===== config.mk =====
export PLATFORM = sky130hd
export DESIGN_NAME = bce_fifo
export DESIGN_NICKNAME = d
export VERILOG_FILES = /design/src/bce_pkg.sv /design/src/bce_fifo.sv
export SDC_FILE = /design/constraint.sdc
export NUM_CORES = 1
export LEC_CHECK = 0
export BUFFER_PORTS_ARGS = -buffer_cell sky130_fd_sc_hd__buf_2
export CORE_ASPECT_RATIO = 1.4
export CORE_MARGIN = 2
export CORE_UTILIZATION = 35
export DETAILED_ROUTE_END_ITERATION = 6
export PLACE_DENSITY = 0.6
export SYNTH_ARGS = -nofsm -noshare
export SYNTH_HDL_FRONTEND = slang
export SYNTH_SLANG_ARGS = --single-unit

===== constraint.sdc =====
create_clock -name clk -period 5.5 [get_ports clk]
set_input_delay 0.275 -clock clk [delete_from_list [all_inputs] [get_ports clk]]
set_output_delay 0.275 -clock clk [all_outputs]
set_load 0.05 [all_outputs]

===== src/bce_pkg.sv =====
// Shared types and constants for the Bezier curve evaluator.
`default_nettype none
package bce_pkg;
  localparam int MAX_POINTS_DEF = 16;
  localparam int T_FRAC_BITS    = 16;
  localparam logic [16:0] T_ONE = 17'd65536;

  // One queued input item after classification.
  typedef struct packed {
    logic signed [31:0] x;
    logic signed [31:0] y;
    logic signed [31:0] z;
    logic               last;
    logic [16:0]        t;
    logic               deriv;
    logic               t_clamped;
  } item_t;

  typedef enum logic [1:0] {
    ST_IDLE,
    ST_PASS,
    ST_DRAIN,
    ST_OUT
  } state_t;
endpackage
`default_nettype wire


===== src/bce_fifo.sv =====
// Two-entry queue between front end and evaluation engine.
`default_nettype none
module bce_fifo (
  input  wire logic           clk,
  input  wire logic           rst_n,
  input  wire logic           push,
  input  wire bce_pkg::item_t push_item,
  output logic                full,
  output logic                pop_valid,
  input  wire logic           pop,
  output bce_pkg::item_t      pop_item
);
  bce_pkg::item_t mem_r [2];
  logic       wp_r, rp_r;
  logic [1:0] cnt_r;
  logic       do_push, do_pop;

  assign full      = cnt_r == 2'd2;
  assign pop_valid = cnt_r != 2'd0;
  assign do_push   = push & !full;
  assign do_pop    = pop & pop_valid;
  assign pop_item  = mem_r[rp_r];

  // Hold entries
  always_ff @(posedge clk) begin
    if (do_push) begin
      mem_r[wp_r] <= push_item;
    end
  end

  // Advance pointers and count
  always_ff @(posedge clk) begin
    if (!rst_n) begin
      wp_r  <= 1'b0;
      rp_r  <= 1'b0;
      cnt_r <= 2'd0;
    end else begin
      if (do_push) wp_r <= !wp_r;
      if (do_pop) rp_r <= !rp_r;
      cnt_r <= cnt_r + 2'(do_push) - 2'(do_pop);
    end
  end
endmodule
`default_nettype wire


======== Word-level counts from Yosys, hierarchy flattened ========
Memory sizes are Yosys's and may differ from the RTL's. A register that Yosys moved wholly into a read port is not among the register bits.
Index checks and enable logic that the tools add are counted.
operators by class
  muxes and demuxes ....................... 4
  eq/ne operators ......................... 1
  $add $sub $neg .......................... 2
  bitwise gates (word level) .............. 2
  reduce and logical (&&, ||, !) cells .... 4
operators with widths
  kind                                   number
  2-to-1 mux 1 bit                       4
  logical NOT 1 bit                      3
  adder 2 x 1 -> 2 bit                   1
  bitwise AND 1 bit                      2
  == test 2 bit (second input constant)  1
  nonzero test 2 bit                     1
  subtractor 2 x 1 -> 2 bit              1
word-level totals
  memory bits (writable) .................. 232
  memories kept ........................... 1
  logic and storage cells ................. 17
  bits of input ports ..................... 120
  register bits after elaboration ......... 4
memory list
  name   words  width  read ports  clocked after Yosys merged registers in  write ports  line            source
  mem_r  2      116    1           1                                        1            bce_fifo.sv:13  bce_pkg::item_t mem_r [2];

======== Logic depth before layout (Yosys ltp) ========
Gate-level depths: netlist of run 1.
  depth after elaboration ................. 5
  depth in mapped cells ................... 8
  mapped depth without buffers ............ 8

======== Least setup slack after synthesis of run 1 ========
No wires, ideal clock.
  kind .................................... register to register
  from .................................... register cnt_r[0]
  to ...................................... memory mem_r[0][0] in the netlist's numbering, enable pin
  period minus slack after synthesis ...... 5995 ps
  library setup time ...................... 592 ps
  path buffers ............................ 0
  slack ................................... -495 ps
  stages on the path, launching flop included .. 4
  arrival ................................. 5403 ps
  path through ............................ dfxtp_1 > nand2b_1 > nand2_1 > nor2_1
on the way
  word-level cells in the longest chain between the ends .. 5
ends and longest elaborated chain
  item                                    line            source
  from (decl)                             bce_fifo.sv:15  logic [1:0] cnt_r;
  from (signal assigned)                  bce_fifo.sv:40  cnt_r <= cnt_r + 2'(do_push) - 2'(do_pop);
  == test 2 bit                           bce_fifo.sv:18  assign full = cnt_r == 2'd2;
  logical NOT 1 bit                       bce_fifo.sv:20  assign do_push = push & !full;
  bitwise AND 1 bit                       bce_fifo.sv:20
  2-to-1 mux 1 bit                        bce_fifo.sv:26  if (do_push) begin
  2-to-1 mux 1 bit (not written as such)  bce_fifo.sv:27  mem_r[wp_r] <= push_item;
  to (decl)                               bce_fifo.sv:13
Every way passes these cells.

==> flow_summary.ini, run 1 <==
[status]
status = completed

[sta]
post-route-period-util = 0.583
setup_slack_ps = 2290
clock_skew_ps = 11.1
finalHoldViolations = 0
maxSlewViolCount = 0
final.setup.tns_ps = 0
slew_headroom = 0.214
worstMarginPinSlew_ps = 1180
final-setup-viol-count = 0
period_needed_ps = 3210
rsz0062_at_grt = no
max_freq_mhz = 312

[route]
totalWireLength_um = 18000
postRouteAntennaNets = 0
first_pass_iters = 4
vias_per_cell = 4.45
wire_per_inst_um = 16.6
via_count = 4831
drc_errors = 0
drtIter0Drc = 170

[logic_synthesis]
ys_seq_area_frac = 0.807
yosys-top-cells-area = edfxtp_1 (80%), mux2_2 (9.8%), mux2_4 (6.9%)
syn_area_per_cell_um2 = 22.6
mappedNetlistArea_um2 = 8760
yosysTopAreaCellShare = 0.795
ys_seq_elements = 237
synth_xor_area_frac = 0.00300
synth_area_leader_cell = edfxtp_1
synthAdderAreaFrac = 0.00286
synth_top_family_by_area = multiplexers
synth_compound_area_frac = 0.000857
ys_top_cells_by_count = edfxtp_1 (232), mux2_2 (76), mux2_4 (40), buf_2 (7), buf_6 (6)
synth_mux_area_frac = 0.167
synth_top_flop_cell = edfxtp_1
syn_nets = 509
synth_edf_count = 232
post_synth_inst_count = 387
synth-simple-area-share = 0.00614
yosysUniqueCellTypes = 18
yosys_warnings = 0
synth.most_common_cell = edfxtp_1
async_reset_ff_frac = 0

[die]
die_height_um = 191
coreArea_um2 = 24700
die_x_um = 138
ioPinCount = 238
die_area_um2 = 26300
initial_core_util = 0.355
fp-row-count = 68

[worst_setup_path]
cp_max_fo = 66
worstPathArrival_ps = 2930
end_kind = output port
crit_type = reg -> out
startpoint_type = flop
critPathRequiredTime_ps = 5220

[global_route]
grtUsageTotal = 0.132
antenna_found_initial = 0
grt_pass1_wl_um = 26900
grt.overflow.total = 0
grt_pass1_vias = 5492
grt_start_max_net_pins = 67

[placed_design]
dp_hpwl_um = 11500
placed_area_um2 = 10300
gp_congestion = 0.723
port_buffers = 237
pre_cts_ws_ps = 2730

[power_and_ir_drop]
cellPowerDensity_nw_per_um2 = 478
leakage_nw = 4.63
finalPower_mw = 5.80
ir_drop_uv = 273

[clocking]
cts_tree = yes
cts.sinks = 237
cts_buffers = 23
clock_latency_ps = 500
h-tree-depth = 1
clock_path_buffers = 3
clk_pin_slew_ps = 60
cts-root-buf = clkbuf_16

[cells_and_area]
area_growth_syn_to_layout_pct = 38.4
antenna_cells = 0
design_area_um2 = 12100
fin_nets = 878
fill_cells = 2091
drive_gt1_frac = 0.504

[job]
drv_cap = 0

[worst_hold_path]
holdCritPathClass = in -> reg
cell usage in the layout (no fill, tap or decap), types with 4 or more instances in the layout:
master and instances:
clkinv_1 8, dlygate4sd3_1 116, mux2_2 76, buf_2 237
clkbuf_16 23, clkbuf_1 4, dfxtp_1 4, mux2_4 40
edfxtp_1 232
path summary, 6_finish.rpt:
| check | start | endpoint | cells after the start | slack, ps |
|---|---|---|---|---|
| worst max register to register | cnt_r[0] | mem_r[1][95] | 3 | 3030 |
| worst max-delay path | flop | pop_item[56] | 3 | 2290 |
| worst min register to register | rp_r | rp_r | 2 | 520 |
| worst min-delay path | rst_n | cnt_r[0] | 2 | 40 |
power breakdown:
part	switching [mW]	internal (mW)	total (mW)
clock network	0.608	0.805	1.41
logic	1.36	0.622	1.98
registers	0.136	2.27	2.41
flip-flops by register name (all words and copies together), names as in the netlist, named ones only:
name and count:
wp_r 1, cnt_r 2, rp_r 1, mem_r 232
stage by stage:
step / util / hold slack (ps) / std cells
2_1_floorplan: - / 374 / 387
3_3_place_gp: 0.417 / 463 / 930
3_5_place_dp: 0.417 / 466 / 930
4_1_cts: 0.491 / 22.2 / 1085
5_1_grt: 0.491 / 56.0 / 1085
6_report: 0.491 / 41.8 / 1085
cell type report:
class                   count  area (um2)  area share
flip-flops and latches    237        7070       0.583
clock inverters            12        75.1     0.00619
well taps                 315         394      0.0325
inverters                   3        11.3    0.000929
repair buffers            357        2390       0.197
multi-input cells         134        1590       0.131
clock buffers              27         591      0.0487
worst max-delay path, cell delays in order, from the launching register on:
cell and delay [ps]:
dfxtp_4 1060, buf_4 700, mux2_2 420, buf_2 210
kinds of logic (layout without fill, tap and decap cells):
family,Yosys count,count (layout)
mux,117,117
buf+inv,16,399
fa+ha+maj,2,2
xor+xnor,3,3
simple gates,11,11
compound gates,1,1
flops,237,237
timing repair:
| action | in CTS | in global routing |
|---|---|---|
| endpoints found under the hold margin | 232 | 0 |
| hold buffers | 116 | 0 |
| buffers inserted | 0 | 0 |
| gates resized for setup | 0 | 0 |
| endpoints found under the setup margin | 0 | 0 |
per-layer routing:
| metal | vias to the layer above | GRT usage | share of wire | wire [um] |
|---|---|---|---|---|
| met5 | - | 0 | 0 | 0 |
| met2 | 165 | 0.261 | 0.56 | 10000 |
| li1 | 2268 | - | - | - |
| met3 | 39 | 0.0339 | 0.066 | 1200 |
| met4 | 0 | 0.0455 | 0.026 | 463 |
| met1 | 2359 | 0.128 | 0.35 | 6340 |
No activity file was read; power rests on OpenSTA's default activity.
==> run 2: changes to the inputs <==
==> constraint.sdc (replaced) <==
create_clock -name clk -period 2.7 [get_ports clk]
set_input_delay 0.135 -clock clk [delete_from_list [all_inputs] [get_ports clk]]
set_output_delay 0.135 -clock clk [all_outputs]
set_load 0.05 [all_outputs]
==> run 2 against run 1 <==
Compared with the run above: worst hold slack better by 38 ps; die area stayed put; wire length grew 0.66%; cell count up 0.65%; count of clock-buffer cells in the layout down 2; register-to-register slack lost 2100 ps; final area up 1.1%; global-route usage grew 0.098 points; critical endpoint is now pop_item[62]; largest power group unchanged.
==> flow_summary.ini, run 2 (same netlist as run 1, synthesis figures left out) <==
[status]
status = completed

[worst_setup_path]
worstPathArrival_ps = 2200
path_delay_family = flip-flops
cp_max_fo = 54
r2r-start = cnt_r[0]
slowest_delay_ps = 670
critPathRequiredTime_ps = 2570
crit_type = reg -> out
path_cells = buf_12 -> mux2_2 -> buf_2
end_kind = output port
startpoint_type = flop
slowest_stage = dfxtp_4
reg2reg_slack_ps = 900
path_buf_inv = 2

[die]
coreArea_um2 = 24700
fp-row-count = 68
ioPinCount = 238
die_area_um2 = 26300
initial_core_util = 0.355
die_x_um = 138
die_height_um = 191

[cells_and_area]
regMostFlops = mem_r
area_growth_syn_to_layout_pct = 39.9
fill_cells = 2067
final_cell_mix = buf_2 (237), edfxtp_1 (232), dlygate4sd3_1 (118), mux2_2 (76), mux2_4 (40)
top_regs = mem_r (232), cnt_r (2)
drive_gt1_frac = 0.511
largest_reg_flops = 232
antenna_cells = 0
layout_commonest_cell = buf_2
fin_nets = 884

[power_and_ir_drop]
power_frac_seq = 0.404
swShare = 0.364
finalPower_mw = 11.9
leakage_nw = 4.68
switchingPower_mw = 4.34
p_int_mw = 7.59
comb_power_share = 0.351
cellPowerDensity_nw_per_um2 = 973
ir_drop_uv = 711
power.share.clock = 0.245

[clocking]
h-tree-depth = 1
clock_latency_ps = 500
cts_buffers = 23
cts.sinks = 237
cts_tree = yes
clk_pin_slew_ps = 60
cts-root-buf = clkbuf_16
post_cts_resized = 0
clock_path_buffers = 3
post_cts_buffers = 0

[sta]
max_freq_mhz = 428
finalHoldViolations = 0
setup_slack_ps = 364
worstMarginPinSlew_ps = 596
clock_skew_ps = 11.9
slew_headroom = 0.601
final-setup-viol-count = 0
final.setup.tns_ps = 0
rsz0062_at_grt = no
maxSlewViolCount = 0
period_needed_ps = 2340
post-route-period-util = 0.865

[route]
postRouteAntennaNets = 0
drtIter0Drc = 118
totalWireLength_um = 18200
wire_per_inst_um = 16.6
drc_errors = 0
via_count = 4870
first_pass_iters = 4
vias_per_cell = 4.46

[global_route]
grt_start_max_net_pins = 57
grt_pass1_wl_um = 26900
grtUsageTotal = 0.133
grt.overflow.total = 0
antenna_found_initial = 0
grt_pass1_vias = 5536

[placed_design]
pre_cts_ws_ps = 873
gp_congestion = 0.750
dp_hpwl_um = 11900
port_buffers = 237

[worst_hold_path]
min_from = pop
holdCritPathClass = in -> reg

[job]
drv_cap = 0
run 2: cell types whose count changed in the layout (fill, tap and decap cells not counted), sizes merged:
cell	delta
clkbuf	-2
dlygate4sd3	+2
clkinvlp	+2
clkinv	+1
buf	+4
run 2: per-stage QoR:
stage               area, um2  utilization  hold WS (ps)  std cells
floorplan                8780            -           234        387
global placement        10400        0.421           324        934
detailed placement      10400        0.421           326        934
CTS                     12300        0.497          66.2       1092
global route            12300        0.497           111       1092
finish                  12300        0.497          79.7       1092
run 2: routing by layer:
metal	global-route usage	share of wire	vias up
li1	-	-	2287
met1	0.124	0.33	2355
met2	0.266	0.56	178
met3	0.0297	0.065	50
met4	0.0573	0.037	0
met5	0	0	-
run 2: worst paths after layout:
| kind | to | cells past startpoint |
|---|---|---|
| max | pop_item[62] | 3 |
| min | rp_r | 4 |
| max reg2reg | mem_r[0][83] | 4 |
| min reg2reg | rp_r | 2 |
run 2: repair_timing:
item / CTS / global route
hold buffers: 118 / 0
setup endpoints to repair: 0 / 0
endpoints found under the hold margin: 237 / 0
run 2: cell type report:
type	count	area (um2)	area share
tap	315	394	0.0322
timing repair buffer	363	2490	0.203
inverter	3	11.3	0.000919
sequential	237	7070	0.577
multi-input combinational	134	1600	0.131
clock buffer	25	583	0.0476
clock inverter	15	105	0.00857
run 2: tightest hold or removal path, cell delays in order:
cell and delay, ps:
buf_2 80, o21a_1 160, xnor2_1 90, nor2_1 80
run 2: power groups by stage:
| stage | logic [mW] | clock network (mW) | registers [mW] |
|---|---|---|---|
| floorplan | 3.30 | 0 | 4.80 |
| global placement | 4.05 | 0 | 4.87 |
| detailed placement | 4.09 | 0 | 4.90 |
| CTS | 4.24 | 3.03 | 4.83 |
| global route | 4.40 | 3.16 | 4.87 |
| finish | 4.19 | 2.92 | 4.82 |
