==> src/bce_pkg.sv <==
// Shared types and constants for the Bezier curve evaluator.
`default_nettype none
package bce_pkg;
  localparam int MAX_POINTS_DEF = 16;
  localparam int T_FRAC_BITS    = 16;
  localparam logic [16:0] T_ONE = 17'd65536;

  // One queued input item after classification.
  typedef struct packed {
    logic signed [31:0] x;
    logic signed [31:0] y;
    logic signed [31:0] z;
    logic               last;
    logic [16:0]        t;
    logic               deriv;
    logic               t_clamped;
  } item_t;

  typedef enum logic [1:0] {
    ST_IDLE,
    ST_PASS,
    ST_DRAIN,
    ST_OUT
  } state_t;
endpackage
`default_nettype wire

==> src/bce_front.sv <==
// Front end: classify an input item and clamp its parameter.
`default_nettype none
module bce_front (
  input  wire logic               in_valid,
  output logic                    in_ready,
  input  wire logic signed [31:0] in_point_x,
  input  wire logic signed [31:0] in_point_y,
  input  wire logic signed [31:0] in_point_z,
  input  wire logic               in_last_point,
  input  wire logic [16:0]        in_curve_param,
  input  wire logic               in_want_derivative,
  output logic                    q_push,
  output bce_pkg::item_t          q_item,
  input  wire logic               q_full
);
  logic over;

  // Clamp t to one and mark the clamp on a last item
  assign over = in_curve_param > bce_pkg::T_ONE;

  always_comb begin
    q_item.x         = in_point_x;
    q_item.y         = in_point_y;
    q_item.z         = in_point_z;
    q_item.last      = in_last_point;
    q_item.t         = over ? bce_pkg::T_ONE : in_curve_param;
    q_item.deriv     = in_want_derivative;
    q_item.t_clamped = in_last_point & over;
  end

  assign in_ready = !q_full;
  assign q_push   = in_valid & !q_full;
endmodule
`default_nettype wire

==> config.mk <==
export PLATFORM = sky130hd
export DESIGN_NAME = bce_front
export DESIGN_NICKNAME = d
export VERILOG_FILES = /design/src/bce_pkg.sv /design/src/bce_front.sv
export SDC_FILE = /design/constraint.sdc
export NUM_CORES = 1
export LEC_CHECK = 0
export ABC_CLOCK_PERIOD_IN_PS = 1000
export CAP_MARGIN = 20
export CORE_AREA = 2 2 91 93
export DETAILED_ROUTE_END_ITERATION = 8
export DIE_AREA = 0 0 93 95
export DONT_BUFFER_PORTS = 1
export GPL_TIMING_DRIVEN = 0
export MAX_ROUTING_LAYER = met4
export PLACE_DENSITY_LB_ADDON = 0.3
export SLEW_MARGIN = 20
export SYNTH_ARGS = -nofsm -noshare
export SYNTH_HDL_FRONTEND = slang
export SYNTH_SLANG_ARGS = --single-unit
==> constraint.sdc <==
create_clock -name vclk -period 1
set_input_delay 0 -clock vclk [all_inputs]
set_output_delay 0 -clock vclk [all_outputs]
set_load 0.01 [all_outputs]
# Word level (Yosys, flattened, before mapping)
# Cells that the tools add are included.
# classes
n_bitwise,2
mux,1
n_lt_le_gt_ge,1
n_reduce_logical,1
# ops
cell,n
$gt A17 B17 Y1 const B,1
$mux W17,1
$and A1 B1 Y1,2
$logic_not A1 Y1,1
# totals
in_bits,117
output_inout_bits,118
ff_bits,0
wordCells,5

# Logic depth before layout (Yosys ltp)
# Gate-level depths: netlist (run 1).
# depth
depth_word,2
ltp_mapped,4
ltp_nobuf,3

# Worst setup path after synthesis (run 1)
# OpenSTA, ideal clock, no wires.
# synth_path
path_type,input -> output
startpoint,input in_curve_param[5]
endpoint,output q_item[11] in the netlist's numbering
arrival_ps,771
setup_slack_ps,229
required_time_ps,1000
n_path_buf,1
path_stages,4
cell_sequence,nor4_1 > a41oi_1 > buf_4 > nor2b_1
# synth_rtl
element,line_no,source
from (decl),bce_front.sv:10,"input wire logic [16:0] in_curve_param,"
to (decl),bce_front.sv:13,"output bce_pkg::item_t q_item,"

==> metrics, run 1 <==
Reg power frac 0%; hold crit path type in2out; Pwr Total a little over 500 uW; worst setup path end q_item[14]; DRT antenna net count 0; CTS Hold Buffers Added 0; RSZ-0062 raised after global routing true; drc violations 0; crit path from in_curve_param[0]; measured slew at the worst slew-check pin 371.1 ps; Ys Warns 0; nets@finish ~240; final hold viol count 0; FF+latch area 0 um2; Slew headroom between 70% and 80%; top post-synthesis cells by area buf_4, nor2b_1, nor4_1; fill cell count ~900; Via density roughly 3; first-pass GRT wire length 2.808 mm; Setup crit start kind input pin; met1 usage under 10%; core area about 8000 um2; CP Class in2out; Max Fanout on Critical Path 10; period utilization approximately 90%; top cell type's share of synthesized area 82.16%; Synth area leader buf_4; Synth Area per Inst 7.237 um2; placed insts 230; Pleak around 0.00054 uW; Worst EP required 1000 ps; DRT iter0 DRCs 1; hold slack 45.73 ps; sequential cell count 0; Total Routing Usage GR 4.378%; layout cells sized above 1 a little over four fifths; Tmin final 908.0 ps; synthesized instance count 125; Non-Filler Instances between 200 and 250; Clk pwr share 0%; CP Capture Type output port; routability cong. between 0.7 and 0.8; Initial Utilization between 10% and 20%; most frequent cells in the layout buf_4, nor2b_1, nor4_2, inv_1, nor2b_2; vias in the first global route ~540; first-pass detailed-route iteration total 3; Area growth syn-to-layout 18.12%; switching power 229.6 uW; Peak supply drop ~0.17 mV; sw frac a little under half; GR peak layer met2; Vias 710; num rows 33; DP HPWL roughly 2.6 mm; pwr dens around 480 nW/um2; IO buf count 0; post-synth net total about 240; Synth cell types 8; commonest non-fill, non-tap cell in the layout buf_4; Syn Std Cell Area 904.6 um2; GRT overflow 0; CP arrival approximately 910 ps; die area a little under 9000 um2; status complete, no violations; initial antenna violation count 0; Combinational Power Share 100.0%; count of pins over their slew limit 0; Internal Dissipation 279.0 uW; GRT met3 Usage less than 1%; Wirelength per Cell between 10 and 15 um; GR Util met2 between 10% and 20%; fmax around 1.1 GHz; die height roughly 95 um; # setup viols final 0; largest net degree at the start of global routing 11; Die Span X about 93 um; antenna cell count 0; Max Cap Viol 0; I/O pin count about 240; Hold Path Origin q_full; sequential area share after synthesis 0%; final wirelength between 2 and 3 mm; CLK BUF 0; multi-input logic area between 150 and 200 um2
-- worst min-delay path by stage --
stage | endpoint | slack, ps | depth (start not counted)
after floorplan | in_ready | 40 | 1
after global placement | in_ready | 50 | 1
after detailed placement | in_ready | 50 | 1
after CTS | in_ready | 50 | 1
after global routing | in_ready | 50 | 1
final | in_ready | 50 | 1
-- Yosys cell counts, drive strengths merged --
master,number
a41oi,1
nor2b,16
and2,1
buf,99
clkbuf,1
and2b,1
inv,2
nor4,4
-- power by group through the flow --
stage          sequential [uW]  combinational, uW  clock, uW
3_5_place_dp                 0                512          0
5_1_grt                      0                540          0
3_3_place_gp                 0                515          0
6_report                     0                509          0
4_1_cts                      0                515          0
2_1_floorplan                0                470          0
-- stage by stage --
stage          area [um2]  TNS [ps]  util, %  worst slack, ps
6_report             1069         0    13.48            92.00
5_1_grt              1069    -4.174    13.48           -2.414
4_1_cts              1054         0    13.29            26.30
3_5_place_dp         1036     -2163    13.07           -257.8
3_3_place_gp         1036     -2007    13.07           -265.4
2_1_floorplan       904.6         0        -            229.1
-- area by class of cell --
class	instances	share of cell area, %
plain buffers	100	69.91
well taps	105	12.30
inverters	2	0.7026
multi-input cells	23	17.10
-- critical path: stages --
cell and delay [ps]:
nor4_4 290, a41oi_1 170, buf_4 200, nor2b_1 250
-- metal layers --
| metal | routed length, um | share of wire [%] | vias up |
|---|---|---|---|
| met4 | 0 | 0 | 0 |
| met5 | 0 | 0 | - |
| met2 | 1604 | 60 | 126 |
| met3 | 419 | 16 | 0 |
| li1 | - | - | 284 |
| met1 | 636 | 24 | 300 |
-- logic make-up (layout without fill, tap and decap cells) --
kind of cell           count (synthesis)  count (layout)  synth area share [%]
buffers and inverters                102             102                 83.40
AND/OR/NAND/NOR                       22              22                 15.63
AO/OA/AOI/OAI                          1               1                0.9684
-- what timing repair did --
action	4_1_cts	5_1_grt
setup endpoints to repair	11	10
resized for setup	3	3
gates cloned	0	0
buffers inserted	0	0
No activity file was read; power rests on OpenSTA's default activity.
==> inputs of run 2 (changes only) <==
--- a/config.mk
+++ b/config.mk
@@ -14,6 +14,7 @@
 export GPL_TIMING_DRIVEN = 0
 export MAX_ROUTING_LAYER = met4
 export PLACE_DENSITY_LB_ADDON = 0.3
+export RECOVER_POWER = 100
 export SLEW_MARGIN = 20
 export SYNTH_ARGS = -nofsm -noshare
 export SYNTH_HDL_FRONTEND = slang
==> run 2 against run 1 <==
  * Fmax rose by 1.1%
  * Power fell by 32%
  * Critical path type unchanged
  * Final area fell by 34%
  * Utilization fell by 4.6 points
  * Via count fell by 0.56%
  * Global-route usage did not move
  * Critical path depth did not move
  * Combinational power fell by 32%
==> metrics, run 2 (synthesized netlist as in run 1, its figures left out) <==
Max Fanout on Critical Path 10 (unchanged); commonest non-fill, non-tap cell in the layout clkbuf_1; CP Capture Type output port; DRT antenna net count 0 (unchanged); sequential cell count 0 (unchanged); DRT iter0 DRCs 1 (unchanged); final hold viol count 0 (unchanged); final wirelength 2.688 mm (+1.1%); Slew headroom 74.85% (-0.36 points); Pwr Total 347.5 uW (-32%); IO buf count 0 (unchanged); nets@finish 244 (unchanged); Initial Utilization 11.41% (unchanged); Worst EP required 1000 ps (about the same); count of pins over their slew limit 0 (unchanged); CP arrival 900 ps (about the same); Peak supply drop 0.1168 mV (-33%); Die Span X 93 um (unchanged); core area 7928 um2 (unchanged); Final TNS setup 0 ps (unchanged); layout cells sized above 1 5.600% (-78 points); CLK BUF 0 (unchanged); fmax 1.113 GHz (+1.1%); first-pass GRT wire length 2.808 mm (unchanged); fill cell count 1,014 (+10%); Total Routing Usage GR 4.378% (unchanged); largest net degree at the start of global routing 11 (unchanged); pwr dens 496.0 nW/um2 (+4.2%); Wirelength per Cell 11.69 um (+1.1%); final instance area 700.7 um2 (-34%); period utilization 89.85% (-0.95 points); initial antenna violation count 0 (unchanged); drc violations 0 (unchanged); routability cong. 0.7103 (unchanged); first-pass detailed-route iteration total 2 (-1); num rows 33 (unchanged); measured slew at the worst slew-check pin 376.4 ps (+5.364 ps); die height 95 um (unchanged); CP Class in2out; status complete, no violations; Core Util, Final 8.838% (-4.6 points); GRT overflow 0 (unchanged); Max Cap Viol 0 (unchanged); Pleak 0.0001854 uW (-66%); die area 8835 um2 (unchanged); hold crit path type in2out; FF+latch area 0 um2 (unchanged); RSZ-0062 raised after global routing true; # setup viols final 0 (unchanged); Tmin final 898.5 ps (-9.496 ps); Via density 3.070 (-0.56%); dpl cell area 1036 um2 (unchanged); DP HPWL 2.611 mm (unchanged); most frequent cells in the layout clkbuf_1, nor2b_1, nor4_2, inv_1, nor2b_2; multi-input logic area 182.7 um2 (unchanged); Setup crit start kind input pin; antenna cell count 0 (unchanged); CTS Hold Buffers Added 0 (unchanged); vias in the first global route 543 (unchanged); setup repair bufs after CTS 0 (unchanged); Vias 706 (-0.56%); post-CTS sizing 3 (unchanged); Area growth syn-to-layout -22.54%; I/O pin count 235 (unchanged)
## run 2: cell types whose count changed in the layout (fill, tap and decap cells not counted)
| cell | before | now |
|---|---|---|
| clkbuf_1 | 1 | 99 |
| buf_4 | 99 | 1 |
## run 2: worst paths after layout
| kind | slack, ps | start | to | cells past startpoint |
|---|---|---|---|---|
| worst max-delay path | 100 | in_curve_param[0] | q_item[14] | 4 |
| worst min-delay path | 50 | q_full | in_ready | 1 |
## run 2: area by class of cell
type / count / area share [%]
plain buffers: 100 / 54.11
inverters: 2 / 1.071
multi-input cells: 23 / 26.07
well taps: 105 / 18.75
## run 2: critical path, cell delays in order
cell	delay [ps]
nor4_4	290
a41oi_1	170
buf_4	200
nor2b_1	240
## run 2: routing by layer
layer | track usage [%] | share of wire, % | vias up
li1 | - | - | 284
met1 | 3.714 | 25 | 296
met2 | 10.45 | 58 | 126
met3 | 0.3192 | 17 | 0
met4 | 0 | 0 | 0
met5 | - | 0 | -
## run 2: stage by stage
step | std cells | setup WS (ps) | hold WS [ps]
2_1_floorplan | 125 | 229.1 | 43.51
3_3_place_gp | 230 | -265.4 | 47.46
3_5_place_dp | 230 | -257.8 | 46.48
4_1_cts | 230 | 26.30 | 46.72
5_1_grt | 230 | -2.414 | 46.81
6_report | 230 | 101.5 | 45.90
## run 2: where the power goes
group / total, uW / internal (uW) / switching, uW
sequential: 0 / 0 / 0
combinational: 348 / 117 / 231
clock: 0 / 0 / 0
total: 348 / 117 / 231
==> inputs of run 3 (changes only) <==
--- a/config.mk
+++ b/config.mk
@@ -13,7 +13,7 @@
 export DONT_BUFFER_PORTS = 1
 export GPL_TIMING_DRIVEN = 0
 export MAX_ROUTING_LAYER = met4
-export PLACE_DENSITY_LB_ADDON = 0.3
+export PLACE_DENSITY = 0.3
 export RECOVER_POWER = 100
 export SLEW_MARGIN = 20
 export SYNTH_ARGS = -nofsm -noshare
==> run 3 against run 2 <==
  * Flip-flop and latch count did not move
  * Power is 2.3% lower
  * Setup slack worse by 5.9 ps
  * Non-clock buffer count did not move
  * Count of clock-buffer cells in the layout did not move
  * Combinational power decreased by 2%
  * Critical path depth unchanged
  * Critical endpoint is now q_item[16]
  * Largest power group unchanged
==> metrics, run 3 (synthesized netlist as in run 1, its figures left out) <==
status complete, no violations; hold crit path type in2out; die area 8835 um2 (unchanged); Wirelength per Cell 10.14 um (-13%); final hold viol count 0 (unchanged); DRT iter0 DRCs 1 (unchanged); Pwr Total 339.6 uW (-2.3%); core area 7928 um2 (unchanged); Reg power frac 0% (unchanged); antenna cell count 0 (unchanged); I/O pin count 235 (unchanged); Area growth syn-to-layout -23.93%; count of pins over their slew limit 0 (unchanged); first-pass GRT wire length 2.194 mm (-22%); CTS Hold Buffers Added 0 (unchanged); Non-Filler Instances 230 (unchanged); commonest non-fill, non-tap cell in the layout clkbuf_1; num rows 33 (unchanged); Hold Path End q_item[8]; Pleak 0.0001845 uW (-0.50%); Slowest-stage cell, CP nor4_1; most frequent cells in the layout clkbuf_1, nor2b_1, nor4_1; Peak supply drop 0.09203 mV (-21%); critical-path cell list nor4_1, a41oi_1, buf_4, nor2b_1; sequential cell count 0 (unchanged); routability cong. 0.6762 (-4.8%); Vias 704 (-0.28%); measured slew at the worst slew-check pin 339.4 ps (-37.03 ps); DRT antenna net count 0 (unchanged); vias in the first global route 454 (-16%); die height 95 um (unchanged); final wirelength 2.333 mm (-13%); layout cells sized above 1 4.000% (-1.6 points); period utilization 90.44% (+0.59 points); placed insts 230 (unchanged); Setup crit start kind input pin; Tmin final 904.4 ps (+5.877 ps); Initial Utilization 11.41% (unchanged); Combinational Power Share 100.0% (about the same); Clk pwr share 0% (unchanged); setup repair bufs after CTS 0 (unchanged); Internal Dissipation 115.6 uW (-0.91%); drc violations 0 (unchanged); nets@finish 244 (unchanged); Worst path max stage delay 290 ps (about the same); Hold Path Origin in_curve_param[16]; Die Span X 93 um (unchanged); FF+latch area 0 um2 (unchanged); final instance area 688.2 um2 (-1.8%); Worst EP required 1000 ps (about the same); CP Capture Type output port; fmax 1.106 GHz (-0.65%); GRT overflow 0 (unchanged); CLK BUF 0 (unchanged); CP Class in2out; largest net degree at the start of global routing 11 (unchanged); Slew headroom 77.33% (+2.5 points); # setup viols final 0 (unchanged); IO buf count 0 (unchanged); Max Fanout on Critical Path 10 (unchanged); initial antenna violation count 0 (unchanged); pwr dens 493.5 nW/um2 (-0.49%); dpl cell area 1036 um2 (unchanged); Total Routing Usage GR 3.330% (-1.0 points); sw frac 65.97% (-0.47 points); Max Cap Viol 0 (unchanged); Via density 3.061 (-0.28%); RSZ-0062 raised after global routing true; CP arrival 900 ps (about the same); hold depth 1 (unchanged); switching power 224.0 uW (-3.0%); first-pass detailed-route iteration total 2 (unchanged)
run 3: through the flow:
stage / hold slack, ps / setup slack [ps] / utilization, % / setup TNS, ps
final: 49.07 / 95.62 / 8.681 / 0
after CTS: 49.33 / 62.62 / 13.29 / 0
after floorplan: 43.51 / 229.1 / - / 0
after global routing: 52.02 / -7.352 / 8.681 / -20.18
after global placement: 50.66 / -138.3 / 13.07 / -1063
after detailed placement: 50.05 / -217.3 / 13.07 / -1867
run 3: how the worst max path moves through the flow:
| stage | start | endpoint | cells after the start |
|---|---|---|---|
| floorplan | in_curve_param[5] | q_item[11] | 4 |
| global placement | in_curve_param[0] | q_item[17] | 4 |
| detailed placement | in_curve_param[0] | q_item[17] | 4 |
| CTS | in_curve_param[12] | q_item[9] | 4 |
| global route | in_curve_param[12] | q_item[13] | 4 |
| finish | in_curve_param[12] | q_item[16] | 4 |
run 3: power groups by stage:
stage | logic (uW) | clock network, uW | registers [uW]
after global routing | 366 | 0 | 0
final | 340 | 0 | 0
after CTS | 508 | 0 | 0
after detailed placement | 505 | 0 | 0
after floorplan | 470 | 0 | 0
after global placement | 512 | 0 | 0
run 3: worst max-delay path, delay by kind of cell:
family,cells,cell delay (ps)
buffers and inverters,1,200
and+or+nand+nor,2,520
AOI/OAI and AO/OA,1,180
run 3: cell type report:
cell class	count	area (um2)
multi-input cells	23	170.2
fillers	1008	7239
well taps	105	131.4
plain buffers	100	379.1
inverters	2	7.507
run 3: what timing repair did:
action	in CTS	in global routing
setup endpoints to repair	11	5
gates resized for setup	3	1
hold endpoints to repair	0	0
pin swaps	0	0
gates cloned	0	0
run 3: per-layer routing:
metal | share of wire [%] | track usage, %
met1 | 22 | 2.143
met4 | 0 | 0
met5 | 0 | -
met2 | 60 | 8.635
met3 | 18 | 0.4789
